<file path="src/hdl/ab4_pkg.sv">
`timescale 1ns / 1ps

package ab4_pkg;

	// Vector size and storage geometry
	localparam int ELEMENTS = 1024;
	localparam int ADDR_W   = (ELEMENTS > 1) ? $clog2(ELEMENTS) : 1;

	// Field widths
	localparam int IDX_W   = 10;
	localparam int DATA_W  = 32;
	localparam int SCALE_W = 24;
	localparam int HALF_W  = SCALE_W / 2;

	// Datapath widths: weighted sum, partial products, full product, increment
	localparam int S_W   = 40;
	localparam int PP_W  = S_W + HALF_W + 1;
	localparam int P_W   = S_W + SCALE_W;
	localparam int INC_W = P_W - SCALE_W;
	localparam int SUM_W = INC_W + 1;

	// APB register map
	localparam int PADDR_W = 3;
	localparam int PDATA_W = 32;
	localparam logic REG_STEP_SCALE = 1'b0;

	// Output queue geometry
	localparam int FIFO_DEPTH = 8;
	localparam int FIFO_PTR_W = $clog2(FIFO_DEPTH);
	localparam int FIFO_CNT_W = FIFO_PTR_W + 1;

	typedef enum logic {
		CMD_LOAD = 1'b0,
		CMD_STEP = 1'b1
	} cmd_t;

	typedef struct packed {
		logic [DATA_W-1:0] h0;
		logic [DATA_W-1:0] h1;
		logic [DATA_W-1:0] h2;
	} hist_t;

	typedef struct packed {
		logic [DATA_W-1:0] state;
		hist_t             hist;
	} rec_t;

	localparam int REC_W = $bits(rec_t);

	typedef struct packed {
		logic              sat;
		logic [DATA_W-1:0] state;
		logic [IDX_W-1:0]  idx;
	} out_item_t;

	// Map an element index onto a memory address
	function automatic logic [ADDR_W-1:0] to_addr(input logic [IDX_W-1:0] idx);
		logic [IDX_W+ADDR_W-1:0] ext;
		ext = {{ADDR_W{1'b0}}, idx};
		return ext[ADDR_W-1:0];
	endfunction

endpackage

</file>
<file path="src/hdl/ab4_cfg.sv">
`timescale 1ns / 1ps

module ab4_cfg
	import ab4_pkg::*;
(
	input  logic               clk,
	input  logic               arst_n,
	input  logic               psel,
	input  logic               penable,
	input  logic               pwrite,
	input  logic [PADDR_W-1:0] paddr,
	input  logic [PDATA_W-1:0] pwdata,
	output logic [PDATA_W-1:0] prdata,
	output logic               pready,
	output logic [SCALE_W-1:0] step_scale
);

	logic [SCALE_W-1:0] step_scale_q;
	logic               wr_en;

	assign pready = 1'b1;
	assign wr_en  = psel && penable && pwrite && pready;

	// Take the register write in the access phase
	always_ff @(posedge clk or negedge arst_n) begin
		if (!arst_n) begin
			step_scale_q <= '0;
		end else if (wr_en && paddr[2] == REG_STEP_SCALE) begin
			step_scale_q <= pwdata[SCALE_W-1:0];
		end
	end

	// Return the register value, zero beyond the map
	always_comb begin
		prdata = '0;
		if (paddr[2] == REG_STEP_SCALE) begin
			prdata = {{(PDATA_W-SCALE_W){1'b0}}, step_scale_q};
		end
	end

	assign step_scale = step_scale_q;

endmodule

</file>
<file path="config.mk">
export PLATFORM = sky130hd
export DESIGN_NAME = ab4_cfg
export DESIGN_NICKNAME = d
export VERILOG_FILES = /design/src/hdl/ab4_pkg.sv /design/src/hdl/ab4_cfg.sv
export SDC_FILE = /design/constraint.sdc
export NUM_CORES = 1
export LEC_CHECK = 0
export BUFFER_PORTS_ARGS = -buffer_cell sky130_fd_sc_hd__clkbuf_2
export CORE_ASPECT_RATIO = 0.8
export CORE_MARGIN = 2
export CORE_UTILIZATION = 39
export CTS_CLUSTER_SIZE = 30
export DETAILED_ROUTE_END_ITERATION = 10
export PLACE_DENSITY_LB_ADDON = 0.05
export SLEW_MARGIN = 0
export SYNTH_ARGS = -nofsm -noshare
export SYNTH_HDL_FRONTEND = slang
export SYNTH_SLANG_ARGS = --single-unit
</file>
<file path="constraint.sdc">
create_clock -name clk -period 0.9 [get_ports clk]
set_input_delay 0.09 -clock clk [delete_from_list [all_inputs] [get_ports clk]]
set_output_delay 0.09 -clock clk [all_outputs]
set_load 0.05 [all_outputs]
</file>
==> impl_table.tex <==
\begin{tabular}{lr}
\hline
Metric & Value \\
\hline
\multicolumn{2}{l}{\textbf{Run status}} \\
\quad Outcome & complete, but fails checks \\
\quad Violated checks & negative setup slack \\
\multicolumn{2}{l}{\textbf{Logic synthesis}} \\
\quad Most common cell in the netlist & sky130\_fd\_sc\_hd\_\_dfrtp\_1 \\
\quad Post-synthesis compound-gate area fraction & 0 \\
\quad Xor-xnor portion of the synthesized cell area & 0 \\
\quad Commonest cells in the synthesized netlist & 24 x sky130\_fd\_sc\_hd\_\_dfrtp\_1, 22 x sky130\_fd\_sc\_hd\_\_nor2b\_1, 20 x sky130\_fd\_sc\_hd\_\_mux2\_4 \\
\quad Top cell type's share of synthesized area & 0.4893 \\
\quad Dominant cell type by area after synthesis & sky130\_fd\_sc\_hd\_\_dfrtp\_1 \\
\quad Post-synth cell types & 10 \\
\quad Flip-flop cell with the highest count after synthesis & sky130\_fd\_sc\_hd\_\_dfrtp\_1 \\
\quad Simple logic cell fraction of the synthesized area & 0.1437 \\
\quad Share of flip-flops with an asynchronous set or reset & 1.000 \\
\quad Number of synthesized flops with an enable pin & 0 \\
\quad Post-synthesis instance area & 0.001227 mm2 \\
\quad Cells after Synth & 88 \\
\quad Avg Synthesized Cell Area & 13.95 um2 \\
\quad Arithmetic-cell share of the synthesized area counting full adders, half adders and majority gates & 0 \\
\quad Synthesis warning total & 0 \\
\quad Leading post-synthesis cells by cell area & sky130\_fd\_sc\_hd\_\_dfrtp\_1 49\%, sky130\_fd\_sc\_hd\_\_mux2\_4 24\%, sky130\_fd\_sc\_hd\_\_nor2b\_1 11\% \\
\quad Post-synthesis register bit count & 24 \\
\quad Main combinational cell family by area after synthesis & multiplexers \\
\quad Sequential fraction of the synthesis area & 0.4893 \\
\quad Mux contribution to synthesized area & 0.2813 \\
\multicolumn{2}{l}{\textbf{Power and ir drop}} \\
\quad Switch Pwr & 0.002596 W \\
\quad Clock network power share & 0.145 \\
\quad Power share of the combinational group & 0.596 \\
\quad Switching share of power & 0.4077 \\
\quad Peak supply drop & 1.830 mV \\
\quad Portion of total power attributed to sequential cells & 0.259 \\
\quad Internal power consumption & 0.003771 W \\
\quad Post-layout total power & around 0.0064 W \\
\quad Total power divided by cell area & roughly 2500 mW/mm2 \\
\quad Static leakage & 1.297 nW \\
\multicolumn{2}{l}{\textbf{Setup path}} \\
\quad Setup crit start kind & register \\
\quad Critical path's top delay family & flip-flops \\
\quad Highest cell delay on the worst timing path & 0.45 ns \\
\quad Crit-path cells & nor2b\_4, buf\_8 \\
\quad Critical path capture point type & output port \\
\quad Largest fanout on the critical path & 3 \\
\quad Crit-path slowest cell & sky130\_fd\_sc\_hd\_\_dfrtp\_2 \\
\quad Number of buffer and inverter stages on the critical path & 1 \\
\quad Data required time at the worst endpoint & about 0.81 ns \\
\quad Type of the setup path with the least slack & register to output port \\
\quad Arrival @ worst endpoint & slightly above 1 ns \\
\multicolumn{2}{l}{\textbf{Clocking}} \\
\quad CTS root buf & sky130\_fd\_sc\_hd\_\_clkbuf\_8 \\
\quad CTS Buf Count & 3 \\
\quad Source-to-sink clock delay at the later pin of the worst-skew pair & 0.26 ns \\
\quad Number of sinks handled by clock tree synthesis & 24 \\
\quad Clock tree from TritonCTS & built \\
\quad Clock-pin slew of the registers on the worst-case setup and hold paths & 0.08 ns \\
\quad Total number of H-tree levels & 1 \\
\quad Clk buf depth & 2 \\
\multicolumn{2}{l}{\textbf{Detailed routing}} \\
\quad Top layer reached by signal wires & met4 \\
\quad Routed wl met3 & 189 um \\
\quad Via Count & 1,004 \\
\quad First-pass DRT Iterations & 3 \\
\quad First DRT Iteration DRCs & 26 \\
\quad Met2 WL post-DR & between 2000 and 2500 um \\
\quad Post-detailed-route via-to-cell ratio & 4.523 \\
\quad DRC Markers & 0 \\
\quad Wire length after detailed routing & 3651 um \\
\quad Antenna violation net count after detailed routing & 0 \\
\quad DRT met1 WL & around 1400 um \\
\quad Wire length per cell after detailed routing & approximately 16 um \\
\multicolumn{2}{l}{\textbf{Floorplan}} \\
\quad Number of placement rows & 18 \\
\quad Initial standard-cell utilization of the core & 0.4037 \\
\quad Std-Cell Core Area & just over 0.003 mm2 \\
\quad Die width & 66.72 um \\
\quad Overall die height & 54.18 um \\
\quad Die Outline Area & 0.003615 mm2 \\
\quad Number of primary I/O pins & 97 \\
\multicolumn{2}{l}{\textbf{Timing}} \\
\quad Final setup violation count & 55 \\
\quad Number of failing hold endpoints at the final stage & 0 \\
\quad Max-slew violation count & 0 \\
\quad Achievable frequency & 898.0 MHz \\
\quad Final worst setup slack & -0.2135 ns \\
\quad Slew headroom & 0.6328 \\
\quad RSZ-0062 raised after global routing & true \\
\quad Share of the cycle needed by the critical path after routing & 1.237 \\
\quad Fin crit period & 1.114 ns \\
\quad Transition time at the pin with the least slew margin & 0.5508 ns \\
\quad Worst hold margin & roughly 0.048 ns \\
\quad Clock tree skew after final layout & 0 ns \\
\multicolumn{2}{l}{\textbf{Placed design}} \\
\quad Buffers added on ports & 77 \\
\quad Final GP Congestion & 0.6380 \\
\quad DP HPWL & 2007 um \\
\quad DP Cell Count & 204 \\
\multicolumn{2}{l}{\textbf{Worst hold path}} \\
\quad Worst min-delay path category & input pin to register \\
\multicolumn{2}{l}{\textbf{Global route}} \\
\quad Global-route wire length before repair & 4747 um \\
\quad Largest net degree at the start of global routing & 25 \\
\quad Tot GR Track Use & 0.1804 \\
\quad Number of global-route vias before repair & 1,020 \\
\quad Initial antenna violation count & 0 \\
\quad Residual overflow from global routing & 0 \\
\multicolumn{2}{l}{\textbf{Finish}} \\
\quad Final-stage net count & between 200 and 250 \\
\quad Number of antenna repair diodes & 0 \\
\quad Synthesis-to-layout area growth & 105.7\% \\
\quad Number of non-filler instances in the completed layout & between 200 and 250 \\
\quad Flip-flop count of the largest register, all copies and words added & 24 \\
\quad Share of cells above drive strength 1 & 0.9451 \\
\multicolumn{2}{l}{\textbf{Job}} \\
\quad Max-cap check violation count & 0 \\
\hline
\end{tabular}
==> metrics by stage <==
stage / setup WS, ns / cell area (um2) / TNS (ns) / util
finish: -0.2135 / 2525 / -6.671 / 0.8305
global route: -0.2502 / 2525 / -8.446 / 0.8305
CTS: -0.2115 / 2399 / -6.786 / 0.7889
detailed placement: -0.1826 / 1857 / -5.923 / 0.6107
global placement: -0.1545 / 1857 / -5.112 / 0.6107
floorplan: -0.07698 / 1471 / -2.090 / -
==> path summary, 6_finish.rpt <==
kind	to	cells past startpoint	start	slack [ns]
max	prdata[6]	2	step_scale[6]$_DFFE_PN0P_	-0.21
min	step_scale[7]$_DFFE_PN0P_	2	pwdata[7]	0.05
max reg2reg	step_scale[15]$_DFFE_PN0P_	3	step_scale[15]$_DFFE_PN0P_	-0.14
min reg2reg	step_scale[7]$_DFFE_PN0P_	1	step_scale[7]$_DFFE_PN0P_	0.55
max in group asynchronous	step_scale[20]$_DFFE_PN0P_	3	arst_n	0.29
min in group asynchronous	step_scale[5]$_DFFE_PN0P_	3	arst_n	0.34
==> power groups by stage <==
| stage | Combinational, W | Sequential [W] | Clock, W |
|---|---|---|---|
| final | 0.00379 | 0.00165 | 0.000923 |
| after global routing | 0.00390 | 0.00169 | 0.00101 |
| after CTS | 0.00341 | 0.00158 | 0.000954 |
| after detailed placement | 0.00269 | 0.00159 | 0 |
| after global placement | 0.00268 | 0.00156 | 0 |
| after floorplan | 0.00135 | 0.00241 | 0 |
==> cell usage in the layout, fill, tap and decap left out <==
| master | n |
|---|---|
| sky130_fd_sc_hd__clkbuf_2 | 29 |
| sky130_fd_sc_hd__buf_4 | 12 |
| sky130_fd_sc_hd__buf_8 | 41 |
| sky130_fd_sc_hd__bufinv_16 | 1 |
| sky130_fd_sc_hd__mux2_4 | 24 |
| sky130_fd_sc_hd__buf_6 | 10 |
| sky130_fd_sc_hd__nand4b_4 | 1 |
| sky130_fd_sc_hd__buf_12 | 1 |
| sky130_fd_sc_hd__and2b_4 | 2 |
| sky130_fd_sc_hd__dfrtp_2 | 24 |
| sky130_fd_sc_hd__dlygate4sd3_1 | 1 |
| sky130_fd_sc_hd__nor2b_4 | 22 |
| sky130_fd_sc_hd__clkbuf_8 | 4 |
| sky130_fd_sc_hd__clkbuf_16 | 1 |
| sky130_fd_sc_hd__conb_1 | 9 |
==> cell type report <==
cell class	count	area, um2
Clock buffer	3	41.29
Sequential cell	24	630.6
Clock inverter	1	30.03
Fill cell	147	515.5
Multi-Input combinational cell	58	740.7
Timing Repair Buffer	96	1032
Tap cell	40	50.05
==> repair_timing <==
action                                  4_1_cts  5_1_grt
endpoints found under the setup margin       48       55
cloned                                        0        0
hold buffers                                  1        0
hold endpoints to repair                     24        0
gates resized for setup                      92       56
setup buffers                                 8        6
pin swaps                                     0        0
==> kinds of logic after synthesis <==
| kind of cell | after synthesis |
|---|---|
| simple gates | 25 |
| mux | 24 |
| flops | 24 |
| buf+inv | 13 |
| other cells | 2 |
==> layer usage <==
metal,track usage,vias up
li1,-,453
met4,0.04082,0
met2,0.3467,48
met5,0,-
met3,0.05021,6
met1,0.2000,497
Power figures use the tool's default switching activity.
