--- config.mk ---
export PLATFORM = sky130hd
export DESIGN_NAME = ab4_fifo
export DESIGN_NICKNAME = d
export VERILOG_FILES = /design/src/hdl/ab4_pkg.sv /design/src/hdl/ab4_fifo.sv
export SDC_FILE = /design/constraint.sdc
export NUM_CORES = 1
export LEC_CHECK = 0
export BUFFER_PORTS_ARGS = -buffer_cell sky130_fd_sc_hd__buf_2
export CAP_MARGIN = 0
export CORE_ASPECT_RATIO = 1.2
export CORE_MARGIN = 1.5
export CORE_UTILIZATION = 30
export CTS_CLUSTER_SIZE = 40
export DETAILED_ROUTE_END_ITERATION = 16
export MAX_ROUTING_LAYER = met4
export PLACE_DENSITY = 0.41
export SLEW_MARGIN = 25
export SYNTH_ARGS = -nofsm -noshare
export SYNTH_HDL_FRONTEND = slang
export SYNTH_SLANG_ARGS = --single-unit
--- constraint.sdc ---
create_clock -name clk -period 4.54 [get_ports clk]
set_input_delay 0.227 -clock clk [delete_from_list [all_inputs] [get_ports clk]]
set_output_delay 0.227 -clock clk [all_outputs]
set_load 0.02 [all_outputs]
--- src/hdl/ab4_pkg.sv ---
`timescale 1ns / 1ps

package ab4_pkg;

	// Vector size and storage geometry
	localparam int ELEMENTS = 1024;
	localparam int ADDR_W   = (ELEMENTS > 1) ? $clog2(ELEMENTS) : 1;

	// Field widths
	localparam int IDX_W   = 10;
	localparam int DATA_W  = 32;
	localparam int SCALE_W = 24;
	localparam int HALF_W  = SCALE_W / 2;

	// Datapath widths: weighted sum, partial products, full product, increment
	localparam int S_W   = 40;
	localparam int PP_W  = S_W + HALF_W + 1;
	localparam int P_W   = S_W + SCALE_W;
	localparam int INC_W = P_W - SCALE_W;
	localparam int SUM_W = INC_W + 1;

	// APB register map
	localparam int PADDR_W = 3;
	localparam int PDATA_W = 32;
	localparam logic REG_STEP_SCALE = 1'b0;

	// Output queue geometry
	localparam int FIFO_DEPTH = 8;
	localparam int FIFO_PTR_W = $clog2(FIFO_DEPTH);
	localparam int FIFO_CNT_W = FIFO_PTR_W + 1;

	typedef enum logic {
		CMD_LOAD = 1'b0,
		CMD_STEP = 1'b1
	} cmd_t;

	typedef struct packed {
		logic [DATA_W-1:0] h0;
		logic [DATA_W-1:0] h1;
		logic [DATA_W-1:0] h2;
	} hist_t;

	typedef struct packed {
		logic [DATA_W-1:0] state;
		hist_t             hist;
	} rec_t;

	localparam int REC_W = $bits(rec_t);

	typedef struct packed {
		logic              sat;
		logic [DATA_W-1:0] state;
		logic [IDX_W-1:0]  idx;
	} out_item_t;

	// Map an element index onto a memory address
	function automatic logic [ADDR_W-1:0] to_addr(input logic [IDX_W-1:0] idx);
		logic [IDX_W+ADDR_W-1:0] ext;
		ext = {{ADDR_W{1'b0}}, idx};
		return ext[ADDR_W-1:0];
	endfunction

endpackage

--- src/hdl/ab4_fifo.sv ---
`timescale 1ns / 1ps

module ab4_fifo
	import ab4_pkg::*;
(
	input  logic                  clk,
	input  logic                  arst_n,
	input  logic                  push,
	input  out_item_t             push_item,
	output logic                  out_valid,
	input  logic                  out_ready,
	output out_item_t             out_item,
	output logic [FIFO_CNT_W-1:0] count
);

	out_item_t             mem_q [FIFO_DEPTH];
	logic [FIFO_PTR_W-1:0] wr_ptr_q;
	logic [FIFO_PTR_W-1:0] rd_ptr_q;
	logic [FIFO_CNT_W-1:0] count_q;
	logic                  pop;

	assign out_valid = (count_q != '0);
	assign pop       = out_valid && out_ready;
	assign out_item  = mem_q[rd_ptr_q];
	assign count     = count_q;

	// Store the incoming result beat
	always_ff @(posedge clk) begin
		if (push) begin
			mem_q[wr_ptr_q] <= push_item;
		end
	end

	// Advance pointers and fill level
	always_ff @(posedge clk or negedge arst_n) begin
		if (!arst_n) begin
			wr_ptr_q <= '0;
			rd_ptr_q <= '0;
			count_q  <= '0;
		end else begin
			if (push) begin
				wr_ptr_q <= wr_ptr_q + 1'b1;
			end
			if (pop) begin
				rd_ptr_q <= rd_ptr_q + 1'b1;
			end
			if (push && !pop) begin
				count_q <= count_q + 1'b1;
			end else if (pop && !push) begin
				count_q <= count_q - 1'b1;
			end
		end
	end

endmodule

==> tab_implementation.tex, run 1 <==
\begin{tabular}{lr}
\hline
Metric & Value \\
\hline
\multicolumn{2}{l}{\textbf{Global routing}} \\
Wire length of the first global-routing pass & 44700 um \\
Final global-route overflow total & 0 \\
Number of global-route vias before repair & 6969 \\
Largest net degree at the start of global routing & 45 \\
GR Util All Layers & 13.6\% \\
Number of antenna violations at the first check in global routing & 2 \\
\multicolumn{2}{l}{\textbf{Layout}} \\
Combined area of the multi-input logic cells & 0.00294 sq mm \\
Share of layout cells above drive strength 1 & 39.9\% \\
Final core utilization & 37.1\% \\
Area of all placed cells without fillers & 0.0167 sq mm \\
Net count of the finished layout & 784 \\
Fill cell count & 4152 \\
Number of standard cells in the final layout excluding fillers & 1371 \\
Reg area & 0.0106 sq mm \\
Area grow syn2layout & 22.0\% \\
\multicolumn{2}{l}{\textbf{STA}} \\
Max Clock Freq & 0.319 GHz \\
Count of endpoints failing hold in the final timing report & 0 \\
Post-route minimum period & 3.14 ns \\
Ratio of final minimum period to clock period & 69.1\% \\
Worst setup skew after layout & 0.0170 ns \\
Setup tns final & 0 ns \\
Final setup violation count & 0 \\
Setup repair after global routing missed its margin & false \\
Number of pins exceeding their max-slew limit in the final report & 0 \\
Worst slew slack as a fraction of its limit & 50.5\% \\
Transition at the pin with the smallest max-transition slack & 0.743 ns \\
\multicolumn{2}{l}{\textbf{Yosys}} \\
Leading cell types by count after synthesis & edfxtp\_1, mux4\_2, mux2\_4 \\
Synthesized Nets & 610 \\
Most common cell in the netlist & edfxtp\_1 \\
Sequential cell area fraction in the yosys report & 77.5\% \\
Area of the mapped netlist & 0.0137 sq mm \\
Number of distinct standard cells referenced by the synthesized netlist & 29 \\
Number of flops mapped to enable cells by yosys & 344 \\
Yosys warning total & 0 \\
Proportion of register bits with asynchronous set or reset after synthesis & 2.82\% \\
Largest area contributor in the synthesized netlist & edfxtp\_1 \\
Yosys reg bits & 354 \\
Area share of the largest cell type after synthesis & 75.7\% \\
Syn Area/Cell & 24.5 sq um \\
Most used DFF post-synth & edfxtp\_1 \\
Largest cells by area after synthesis & edfxtp\_1, mux4\_2, mux2\_4, dfrtp\_1, mux2\_2 \\
Cell count after synthesis & 557 \\
\multicolumn{2}{l}{\textbf{Clock tree}} \\
Setup Fix Bufs, Post-CTS & 0 \\
CTS clock-pin slew for the worst setup and hold paths & 0.06 ns \\
Number of buffers added by the clock tree synthesis step & 39 \\
CTS tree & built \\
CTS sink cnt & 354 \\
Clock latency at the later pin of the worst-skew pair & 0.54 ns \\
CTS H-Tree Depth & 2 \\
Cell at the root of the clock tree & clkbuf\_16 \\
Maximum count of clock buffers along a single path & 3 \\
\multicolumn{2}{l}{\textbf{Pwr}} \\
Comb power frac & 31.3\% \\
Static Leak & 5.49 nW \\
Highest ir drop seen on vdd & 0.328 mV \\
Proportion of total power due to net switching & 30.6\% \\
P per Cell Area & 660 mW/mm\^{}2 \\
Switching power & 0.00337 W \\
Power share of the sequential group & 40.7\% \\
Cell internal pwr & 0.00763 W \\
Total Power Consumption & 0.0110 W \\
Clk network pwr share & 28.0\% \\
\multicolumn{2}{l}{\textbf{Critical path}} \\
Crit start category & flip-flop \\
Critical path required time & 4.31 ns \\
Arrival time of data at the critical path endpoint & 2.91 ns \\
Largest stage delay on the critical path & 0.86 ns \\
Cells traversed along the worst timing path & buf\_12 > mux4\_1 > mux2\_4 > buf\_2 \\
Worst Path Class, Setup & flip-flop to output pin \\
Crit Path Max Fanout & 44 \\
Critical Path End Type & output pin \\
Critical Path Slowest Stage Cell & dfrtp\_4 \\
\multicolumn{2}{l}{\textbf{Hold path}} \\
Worst min-delay path category & input pin to async pin \\
\multicolumn{2}{l}{\textbf{Detailed routing}} \\
Average routed wire per standard cell & 21.8 um \\
Via count & 6185 \\
Detailed-router iteration count before antenna repair & 4 \\
1st-iter DRT viols & 299 \\
Remaining DRCs & 0 \\
Drt total wl & 29900 um \\
Post-route ant nets & 0 \\
Per-cell via count in the routed design & 4.51 \\
\multicolumn{2}{l}{\textbf{Outcome}} \\
Status & finished clean \\
\multicolumn{2}{l}{\textbf{Floorplanning}} \\
Core outline area & 0.0449 sq mm \\
X dimension of the die & 198 um \\
Initial cell density of the core & 30.4\% \\
Top Ports & 95 \\
Die area & 0.0468 sq mm \\
Number of rows in the core area & 85 \\
Die span in y & 237 um \\
\multicolumn{2}{l}{\textbf{Placed design}} \\
Placed cell area & 0.0149 sq mm \\
Number of I/O port buffers & 94 \\
Detail Placement HPWL & 16700 um \\
Final estimated routing congestion in global placement & 0.716 \\
Placed Cells incl. Taps & 1253 \\
\multicolumn{2}{l}{\textbf{Job}} \\
Max capacitance violation total & 0 \\
\hline
\end{tabular}
routing by layer:
metal / up-vias / global-route usage, % / wire [um]
met1: 3310 / 16.4 / 12700
met4: 0 / 4.02 / 716
met3: 48 / 2.38 / 957
li1: 2724 / - / -
met5: - / - / 0
met2: 103 / 23.1 / 15500
registers in the layout, indices dropped and copies added, names as in the netlist:
name,cells
count,4
rd_ptr_q,3
wr_ptr_q,3
mem_q,344
layout make-up:
cell class              instances  share of cell area, %
clock inverters                15                   1.11
clock buffers                  55                   6.35
diodes                          2                 0.0301
well taps                     609                   4.58
inverters                       1                 0.0225
flip-flops and latches        354                   63.6
repair buffers                159                   6.67
multi-input cells             176                   17.6
kinds of logic (layout without fill, tap and decap cells):
group / after synthesis / in the layout / synth area share (%)
simple gates: 25 / 25 / 0.898
xor+xnor: 6 / 6 / 0.385
flops: 354 / 354 / 77.5
fa+ha+maj: 6 / 6 / 0.605
buf+inv: 27 / 230 / 1.37
other cells: 0 / 2 / 0
compound gates: 6 / 6 / 0.302
mux: 133 / 133 / 18.9
timing repair:
action | 4_1_cts | 5_1_grt
hold buffers | 46 | 0
endpoints found under the hold margin | 356 | 0
gates resized for setup | 0 | 0
cells in the final DEF (no fill, tap or decap), drive strengths merged, types with 3 or more instances in the layout:
| master | count |
|---|---|
| edfxtp | 344 |
| buf | 113 |
| nand2b | 3 |
| mux2 | 46 |
| xnor2 | 5 |
| dlygate4sd3 | 46 |
| dfrtp | 10 |
| ha | 5 |
| mux4 | 86 |
| nand3 | 3 |
| clkinv | 9 |
| nor2 | 6 |
| clkbuf | 55 |
| nand2 | 6 |
| nor3 | 3 |
| bufinv | 4 |
path summary, 6_finish.rpt:
path / to / slack (ns) / from / cells past startpoint
worst max-delay path: out_item[17] / 1.40 / rd_ptr_q[0]$_DFFE_PN0P_ / 4
worst min-delay path: count[1]$_DFFE_PN0P_ / 0.1 / arst_n / 2
worst max register to register: count[3]$_DFFE_PN0P_ / 1.58 / count[0]$_DFFE_PN0P_ / 8
worst min register to register: count[2]$_DFFE_PN0P_ / 0.57 / count[2]$_DFFE_PN0P_ / 2
max in group asynchronous: rd_ptr_q[1]$_DFFE_PN0P_ / 4.22 / arst_n / 2
min in group clk: mem_q[2][33]$_DFFE_PP_ / 0.50 / push_item[33] / 2
worst max-delay path: cells and delay by family, from the launching register on:
| kind | cells | cell delay [ns] |
|---|---|---|
| buffers and inverters | 2 | 0.59 |
| flip-flops | 1 | 0.86 |
| multiplexers | 2 | 0.89 |
per-stage QoR:
step                worst slack (ns)  hold slack, ns
floorplan                      0.526         -0.0686
global placement                1.86          0.0921
detailed placement              1.64           0.105
CTS                             1.27          0.0769
global route                    1.17          0.0968
finish                          1.40          0.0976
power groups by stage:
stage               Sequential [W]  Clock [W]  Combinational, W
floorplan                  0.00432          0           0.00264
global placement           0.00463          0           0.00336
detailed placement         0.00457          0           0.00354
CTS                        0.00450    0.00318           0.00358
global route               0.00454    0.00330           0.00372
finish                     0.00447    0.00308           0.00344
Note: power is estimated with default switching activity, not from simulation.
==> run 2, diff against run 1 <==
==> constraint.sdc (replaced) <==
create_clock -name clk -period 3.1 [get_ports clk]
set_input_delay 0.155 -clock clk [delete_from_list [all_inputs] [get_ports clk]]
set_output_delay 0.155 -clock clk [all_outputs]
set_load 0.02 [all_outputs]
==> run 2 against run 1 <==
Against the previous run: non-clock buffer count up 4; die area unchanged; first-iteration DRC count up 50%; largest cell class unchanged.
==> tab_implementation.tex, run 2 (same netlist as run 1, synthesis figures left out) <==
\begin{tabular}{lr}
\hline
Metric & Value \\
\hline
\multicolumn{2}{l}{\textbf{Outcome}} \\
Status & finished clean \\
\multicolumn{2}{l}{\textbf{STA}} \\
Number of pins exceeding their max-slew limit in the final report & 0 (unchanged) \\
Setup repair after global routing missed its margin & false \\
Slack of the critical path & 0.229 ns (-1.17 ns) \\
Final setup violation count & 0 (unchanged) \\
Setup tns final & 0 ns (unchanged) \\
Worst slew slack as a fraction of its limit & 59.4\% (+8.9 points) \\
Max Clock Freq & 0.348 GHz \\
Worst setup skew after layout & 0.0150 ns (-0.00195 ns) \\
Ratio of final minimum period to clock period & 92.6\% \\
Count of endpoints failing hold in the final timing report & 0 (unchanged) \\
Post-route minimum period & 2.87 ns \\
Transition at the pin with the smallest max-transition slack & 0.608 ns (-0.135 ns) \\
\multicolumn{2}{l}{\textbf{Layout}} \\
Net count of the finished layout & 789 (+0.64\%) \\
Most common library cell in the layout ignoring fill and taps & edfxtp\_1 \\
Leading cell types in the layout, fill and taps excluded & edfxtp\_1, buf\_2, mux4\_2, dlygate4sd3\_1, clkbuf\_16 \\
Top reg by flops & mem\_q \\
Final core utilization & 37.3\% (+0.17 points) \\
Area grow syn2layout & 22.6\% \\
Share of layout cells above drive strength 1 & 40.4\% (+0.58 points) \\
Number of flip-flops in the largest register & 344 (unchanged) \\
Fill cell count & 4147 (-0.12\%) \\
\multicolumn{2}{l}{\textbf{Detailed routing}} \\
Detailed-routing wirelength on met1 & 13300 um (+5.0\%) \\
Detailed-router iteration count before antenna repair & 6 (+2) \\
Length of routed met2 wiring & 15100 um (-2.7\%) \\
Average routed wire per standard cell & 21.9 um (+0.49\%) \\
Via count & 6263 (+1.3\%) \\
Met3 layer wire length in the routed design & 1080 um (+13\%) \\
Per-cell via count in the routed design & 4.56 (+1.0\%) \\
1st-iter DRT viols & 449 (+50\%) \\
Drt total wl & 30100 um (+0.71\%) \\
Top sig layer & met4 \\
Remaining DRCs & 0 (unchanged) \\
Post-route ant nets & 0 (unchanged) \\
\multicolumn{2}{l}{\textbf{Critical path}} \\
Worst Path Class, Setup & flip-flop to flip-flop \\
Crit Path Max Fanout & 6 (-86\%) \\
Critical path required time & 3.49 ns (-0.82 ns) \\
Critical Path End Type & flip-flop \\
Arrival time of data at the critical path endpoint & 3.27 ns (+0.36 ns) \\
Worst-case register-to-register setup slack & 0.23 ns (-1.35 ns) \\
Crit start category & flip-flop \\
\multicolumn{2}{l}{\textbf{Global routing}} \\
Largest net degree at the start of global routing & 53 (+18\%) \\
Number of antenna violations at the first check in global routing & 1 (-1) \\
GR Util All Layers & 13.6\% (+0.062 points) \\
Number of global-route vias before repair & 6862 (-1.5\%) \\
Wire length of the first global-routing pass & 44900 um (+0.42\%) \\
Final global-route overflow total & 0 (unchanged) \\
\multicolumn{2}{l}{\textbf{Placed design}} \\
Setup Slack @ Placement & 0.280 ns (-1.36 ns) \\
Detail Placement HPWL & 16300 um (-2.0\%) \\
Final estimated routing congestion in global placement & 0.749 (+4.6\%) \\
Number of I/O port buffers & 94 (unchanged) \\
\multicolumn{2}{l}{\textbf{Floorplanning}} \\
Top Ports & 95 (unchanged) \\
Initial cell density of the core & 30.4\% (unchanged) \\
Core outline area & 0.0449 sq mm (unchanged) \\
Die span in y & 237 um (unchanged) \\
Die area & 0.0468 sq mm (unchanged) \\
Number of rows in the core area & 85 (unchanged) \\
X dimension of the die & 198 um (unchanged) \\
\multicolumn{2}{l}{\textbf{Clock tree}} \\
CTS H-Tree Depth & 2 (unchanged) \\
Clock latency at the later pin of the worst-skew pair & 0.54 ns (about the same) \\
CTS tree & built \\
\# hold bufs at CTS & 47 (+2.2\%) \\
CTS clock-pin slew for the worst setup and hold paths & 0.06 ns (about the same) \\
Setup Fix Bufs, Post-CTS & 0 (unchanged) \\
Number of buffers added by the clock tree synthesis step & 40 (+2.6\%) \\
Cell at the root of the clock tree & clkbuf\_16 \\
CTS sink cnt & 354 (unchanged) \\
Maximum count of clock buffers along a single path & 3 (unchanged) \\
Number of gates resized after cts & 0 (unchanged) \\
\multicolumn{2}{l}{\textbf{Pwr}} \\
Static Leak & 5.54 nW (+0.80\%) \\
Highest ir drop seen on vdd & 0.529 mV (+61\%) \\
P per Cell Area & 965 mW/mm\^{}2 (+46\%) \\
\multicolumn{2}{l}{\textbf{Hold path}} \\
Worst min-delay path category & input pin to flip-flop \\
\multicolumn{2}{l}{\textbf{Job}} \\
Max capacitance violation total & 0 (unchanged) \\
\hline
\end{tabular}
run 2: cell types whose count changed in the layout (fill, tap and decap cells not counted), moves of 2 or more:
cell	before	now
clkinv_1	6	10
clkbuf_1	15	8
nor3_2	2	0
clkinv_2	2	4
inv_6	1	3
nor3_4	0	2
buf_12	3	6
run 2: critical path: stages, from the launching register on:
cell      delay, ns
dfrtp_1        0.47
or4_1          0.58
nand2_1        0.16
ha_1           0.27
inv_1          0.14
ha_1           0.37
or4_1          0.51
o211ai_1       0.12
o211ai_1       0.12
run 2: area by class of cell:
class | count | area [sq um] | area share [%]
well taps | 609 | 762 | 4.55
flip-flops and latches | 354 | 10600 | 63.3
clock buffers | 49 | 1060 | 6.31
repair buffers | 163 | 1180 | 7.06
clock inverters | 21 | 183 | 1.09
multi-input cells | 176 | 2950 | 17.6
diodes | 1 | 2.50 | 0.0150
inverters | 1 | 3.75 | 0.0224
run 2: worst paths after layout:
kind,start,cells past startpoint,endpoint
hold / removal,push_item[9],2,mem_q[4][9]$_DFFE_PP_
setup / recovery,count[0]$_DFFE_PN0P_,8,count[3]$_DFFE_PN0P_
min in group asynchronous,arst_n,3,count[3]$_DFFE_PN0P_
hold reg to reg,wr_ptr_q[1]$_DFFE_PN0P_,1,wr_ptr_q[1]$_DFFE_PN0P_
max in group asynchronous,arst_n,3,rd_ptr_q[2]$_DFFE_PN0P_
setup reg to reg,count[0]$_DFFE_PN0P_,8,count[3]$_DFFE_PN0P_
run 2: where the power goes:
part           total (W)  switching (W)  internal, W
sequential       0.00643       0.000403      0.00603
clock            0.00451        0.00184      0.00267
combinational    0.00520        0.00274      0.00246
run 2: through the flow:
step	instance area, sq um	hold slack (ns)	std cells	power (W)
final	16700	0.426	1374	0.0161
after global routing	16700	0.424	1374	0.0170
after floorplan	13700	-0.141	557	0.0102
after detailed placement	15000	0.0342	1256	0.0119
after CTS	16700	0.391	1373	0.0165
after global placement	15000	0.0225	1256	0.0118
run 2: layer usage:
metal,global-route usage (%),vias up
li1,-,2732
met1,17.2,3382
met2,22.4,108
met3,2.59,41
met4,3.84,0
met5,-,-
==> run 3, diff against run 2 <==
--- a/config.mk
+++ b/config.mk
@@ -8,12 +8,12 @@
 export BUFFER_PORTS_ARGS = -buffer_cell sky130_fd_sc_hd__buf_2
 export CAP_MARGIN = 0
 export CORE_ASPECT_RATIO = 1.2
-export CORE_MARGIN = 1.5
-export CORE_UTILIZATION = 30
+export CORE_MARGIN = 2
+export CORE_UTILIZATION = 40
 export CTS_CLUSTER_SIZE = 40
 export DETAILED_ROUTE_END_ITERATION = 16
 export MAX_ROUTING_LAYER = met4
-export PLACE_DENSITY = 0.41
+export PLACE_DENSITY_LB_ADDON = 0.25
 export SLEW_MARGIN = 25
 export SYNTH_ARGS = -nofsm -noshare
 export SYNTH_HDL_FRONTEND = slang
==> run 3 against run 2 <==
Against the previous run: register-to-register slack is essentially flat; via count decreased by 2.4%; first-iteration DRC count grew 6.9%; critical path depth unchanged; clock power shrank 20%; largest power group unchanged; highest routed layer unchanged.
==> tab_implementation.tex, run 3 (same netlist as run 1, synthesis figures left out) <==
\begin{tabular}{lr}
\hline
Metric & Value \\
\hline
\multicolumn{2}{l}{\textbf{Critical path}} \\
Worst Path Class, Setup & flip-flop to flip-flop \\
Arrival time of data at the critical path endpoint & 3.29 ns (+0.02 ns) \\
Origin of the critical flop-to-flop path & count[0]\$\_DFFE\_PN0P\_ \\
Critical Path End Type & flip-flop \\
Worst setup path start & count[0]\$\_DFFE\_PN0P\_ \\
Critical path required time & 3.53 ns (+0.04 ns) \\
Crit Path Max Fanout & 6 (unchanged) \\
Crit start category & flip-flop \\
\multicolumn{2}{l}{\textbf{Pwr}} \\
Highest ir drop seen on vdd & 0.641 mV (+21\%) \\
Clk network pwr share & 23.8\% (-4.1 points) \\
Cell internal pwr & 0.0106 W (-5.4\%) \\
Static Leak & 5.41 nW (-2.3\%) \\
Total Power Consumption & 0.0152 W (-6.1\%) \\
Switching power & 0.00461 W (-7.5\%) \\
Comb power frac & 32.6\% (+0.4 points) \\
Proportion of total power due to net switching & 30.4\% (-0.47 points) \\
P per Cell Area & 933 mW/mm\^{}2 (-3.3\%) \\
Power share of the sequential group & 43.6\% (+3.8 points) \\
\multicolumn{2}{l}{\textbf{STA}} \\
Number of pins exceeding their max-slew limit in the final report & 0 (unchanged) \\
Worst setup skew after layout & 0.00953 ns (-0.00550 ns) \\
Slack of the critical path & 0.234 ns (+0.00580 ns) \\
WHS & 0.399 ns (-0.0266 ns) \\
Setup repair after global routing missed its margin & false \\
Transition at the pin with the smallest max-transition slack & 0.797 ns (+0.189 ns) \\
Worst slew slack as a fraction of its limit & 46.9\% (-12 points) \\
Post-route minimum period & 2.87 ns (-0.00580 ns) \\
Ratio of final minimum period to clock period & 92.4\% (-0.19 points) \\
Setup tns final & 0 ns (unchanged) \\
Final setup violation count & 0 (unchanged) \\
Count of endpoints failing hold in the final timing report & 0 (unchanged) \\
Max Clock Freq & 0.349 GHz (+0.20\%) \\
\multicolumn{2}{l}{\textbf{Detailed routing}} \\
Per-cell via count in the routed design & 5.05 (+11\%) \\
Drt total wl & 26400 um (-12\%) \\
Average routed wire per standard cell & 21.8 um (-0.48\%) \\
Post-route ant nets & 0 (unchanged) \\
Remaining DRCs & 0 (unchanged) \\
1st-iter DRT viols & 480 (+6.9\%) \\
Detailed-router iteration count before antenna repair & 4 (-2) \\
Via count & 6115 (-2.4\%) \\
\multicolumn{2}{l}{\textbf{Layout}} \\
Area grow syn2layout & 19.0\% \\
Number of flip-flops in the largest register & 344 (unchanged) \\
Net count of the finished layout & 782 (-0.89\%) \\
Fill cell count & 2757 (-34\%) \\
Leading cell types in the layout, fill and taps excluded & edfxtp\_1, buf\_2, mux4\_2, dlygate4sd3\_1, clkbuf\_16 \\
Most common library cell in the layout ignoring fill and taps & edfxtp\_1 \\
Top reg by flops & mem\_q \\
Combined area of the multi-input logic cells & 0.00295 sq mm (unchanged) \\
Share of layout cells above drive strength 1 & 40.0\% (-0.47 points) \\
Reg area & 0.0106 sq mm (unchanged) \\
\multicolumn{2}{l}{\textbf{Global routing}} \\
Wire length of the first global-routing pass & 39900 um (-11\%) \\
Most congested layer reported by global routing & met2 \\
Fraction of met3 tracks used by global routing & 2.19\% (-0.40 points) \\
Number of antenna violations at the first check in global routing & 1 (unchanged) \\
Number of global-route vias before repair & 6682 (-2.6\%) \\
Final global-route overflow total & 0 (unchanged) \\
GR Util All Layers & 15.4\% (+1.8 points) \\
Met2 layer usage reported by global route & 26.9\% (+4.4 points) \\
Largest net degree at the start of global routing & 51 (-3.8\%) \\
M1 GR Usage & 19.0\% (+1.9 points) \\
\multicolumn{2}{l}{\textbf{Clock tree}} \\
Clock latency at the later pin of the worst-skew pair & 0.55 ns (about the same) \\
CTS sink cnt & 354 (unchanged) \\
CTS clock-pin slew for the worst setup and hold paths & 0.06 ns (about the same) \\
CTS H-Tree Depth & 1 (-1) \\
Setup Fix Bufs, Post-CTS & 0 (unchanged) \\
CTS tree & built \\
Number of buffers added by the clock tree synthesis step & 31 (-23\%) \\
Number of gates resized after cts & 0 (unchanged) \\
Cell at the root of the clock tree & clkbuf\_16 \\
Maximum count of clock buffers along a single path & 3 (unchanged) \\
\multicolumn{2}{l}{\textbf{Placed design}} \\
Detail Placement HPWL & 15300 um (-6.1\%) \\
Setup Slack @ Placement & 0.269 ns (-0.0115 ns) \\
Number of I/O port buffers & 94 (unchanged) \\
Final estimated routing congestion in global placement & 0.700 (-6.6\%) \\
\multicolumn{2}{l}{\textbf{Outcome}} \\
Status & finished clean \\
\multicolumn{2}{l}{\textbf{Floorplanning}} \\
Die span in y & 206 um (-13\%) \\
Die area & 0.0356 sq mm (-24\%) \\
X dimension of the die & 173 um (-13\%) \\
Number of rows in the core area & 74 (-13\%) \\
Initial cell density of the core & 40.4\% (+10 points) \\
Top Ports & 95 (unchanged) \\
Core outline area & 0.0338 sq mm (-25\%) \\
\multicolumn{2}{l}{\textbf{Hold path}} \\
Worst min-delay path category & input pin to flip-flop \\
Min-delay src & push\_item[36] \\
\multicolumn{2}{l}{\textbf{Job}} \\
Max capacitance violation total & 0 (unchanged) \\
\hline
\end{tabular}
run 3: cell types whose count changed in the layout (fill, tap and decap cells not counted):
cell       delta
buf_4         +4
clkinv_1      -4
clkbuf_1      +1
clkinv_4      -1
clkbuf_16    -10
inv_6         -3
clkinv_2      +3
buf_12        -2
bufinv_16     -1
clkbuf_8      +2
run 3: area by class of cell:
cell class              instances  area share [%]
well taps                     456            3.51
multi-input cells             176            18.2
clock buffers                  42            5.15
clock inverters                15           0.724
repair buffers                165            7.21
inverters                       1          0.0231
flip-flops and latches        354            65.2
diodes                          1          0.0154
run 3: per-stage QoR:
step / cell area [sq um] / utilization [%] / std cells
after floorplan: 13700 / - / 557
after global placement: 14800 / 43.8 / 1105
after detailed placement: 14800 / 43.8 / 1105
after CTS: 16200 / 48.1 / 1209
after global routing: 16200 / 48.1 / 1210
final: 16200 / 48.1 / 1210
run 3: critical path: stages (launching register included):
cell	delay (ns)
dfrtp_1	0.47
or4_1	0.59
nand2_1	0.17
ha_1	0.28
inv_1	0.14
ha_1	0.37
or4_1	0.51
o211ai_1	0.12
o211ai_1	0.10
run 3: path summary, 6_finish.rpt:
check | end | slack (ns) | depth (start not counted)
worst min-delay path | mem_q[3][36]$_DFFE_PP_ | 0.40 | 2
max in group asynchronous | rd_ptr_q[1]$_DFFE_PN0P_ | 2.04 | 3
min in group asynchronous | wr_ptr_q[0]$_DFFE_PN0P_ | 0.66 | 3
worst max register to register | count[3]$_DFFE_PN0P_ | 0.23 | 8
worst min register to register | count[2]$_DFFE_PN0P_ | 0.58 | 2
worst max-delay path | count[3]$_DFFE_PN0P_ | 0.23 | 8
run 3: layer usage:
layer,vias to the layer above,wire [um]
met5,-,0
met4,0,437
met3,33,1110
met2,138,13700
met1,3228,11100
li1,2716,-
run 3: power groups by stage:
stage	Sequential (W)	Clock [W]	Combinational [W]
finish	0.00662	0.00360	0.00494
CTS	0.00664	0.00372	0.00506
global placement	0.00667	0	0.00493
floorplan	0.00632	0	0.00387
detailed placement	0.00675	0	0.00500
global route	0.00671	0.00388	0.00530
run 3: timing repair:
action | 4_1_cts | 5_1_grt
hold buffers | 47 | 0
setup endpoints to repair | 0 | 0
endpoints found under the hold margin | 360 | 0
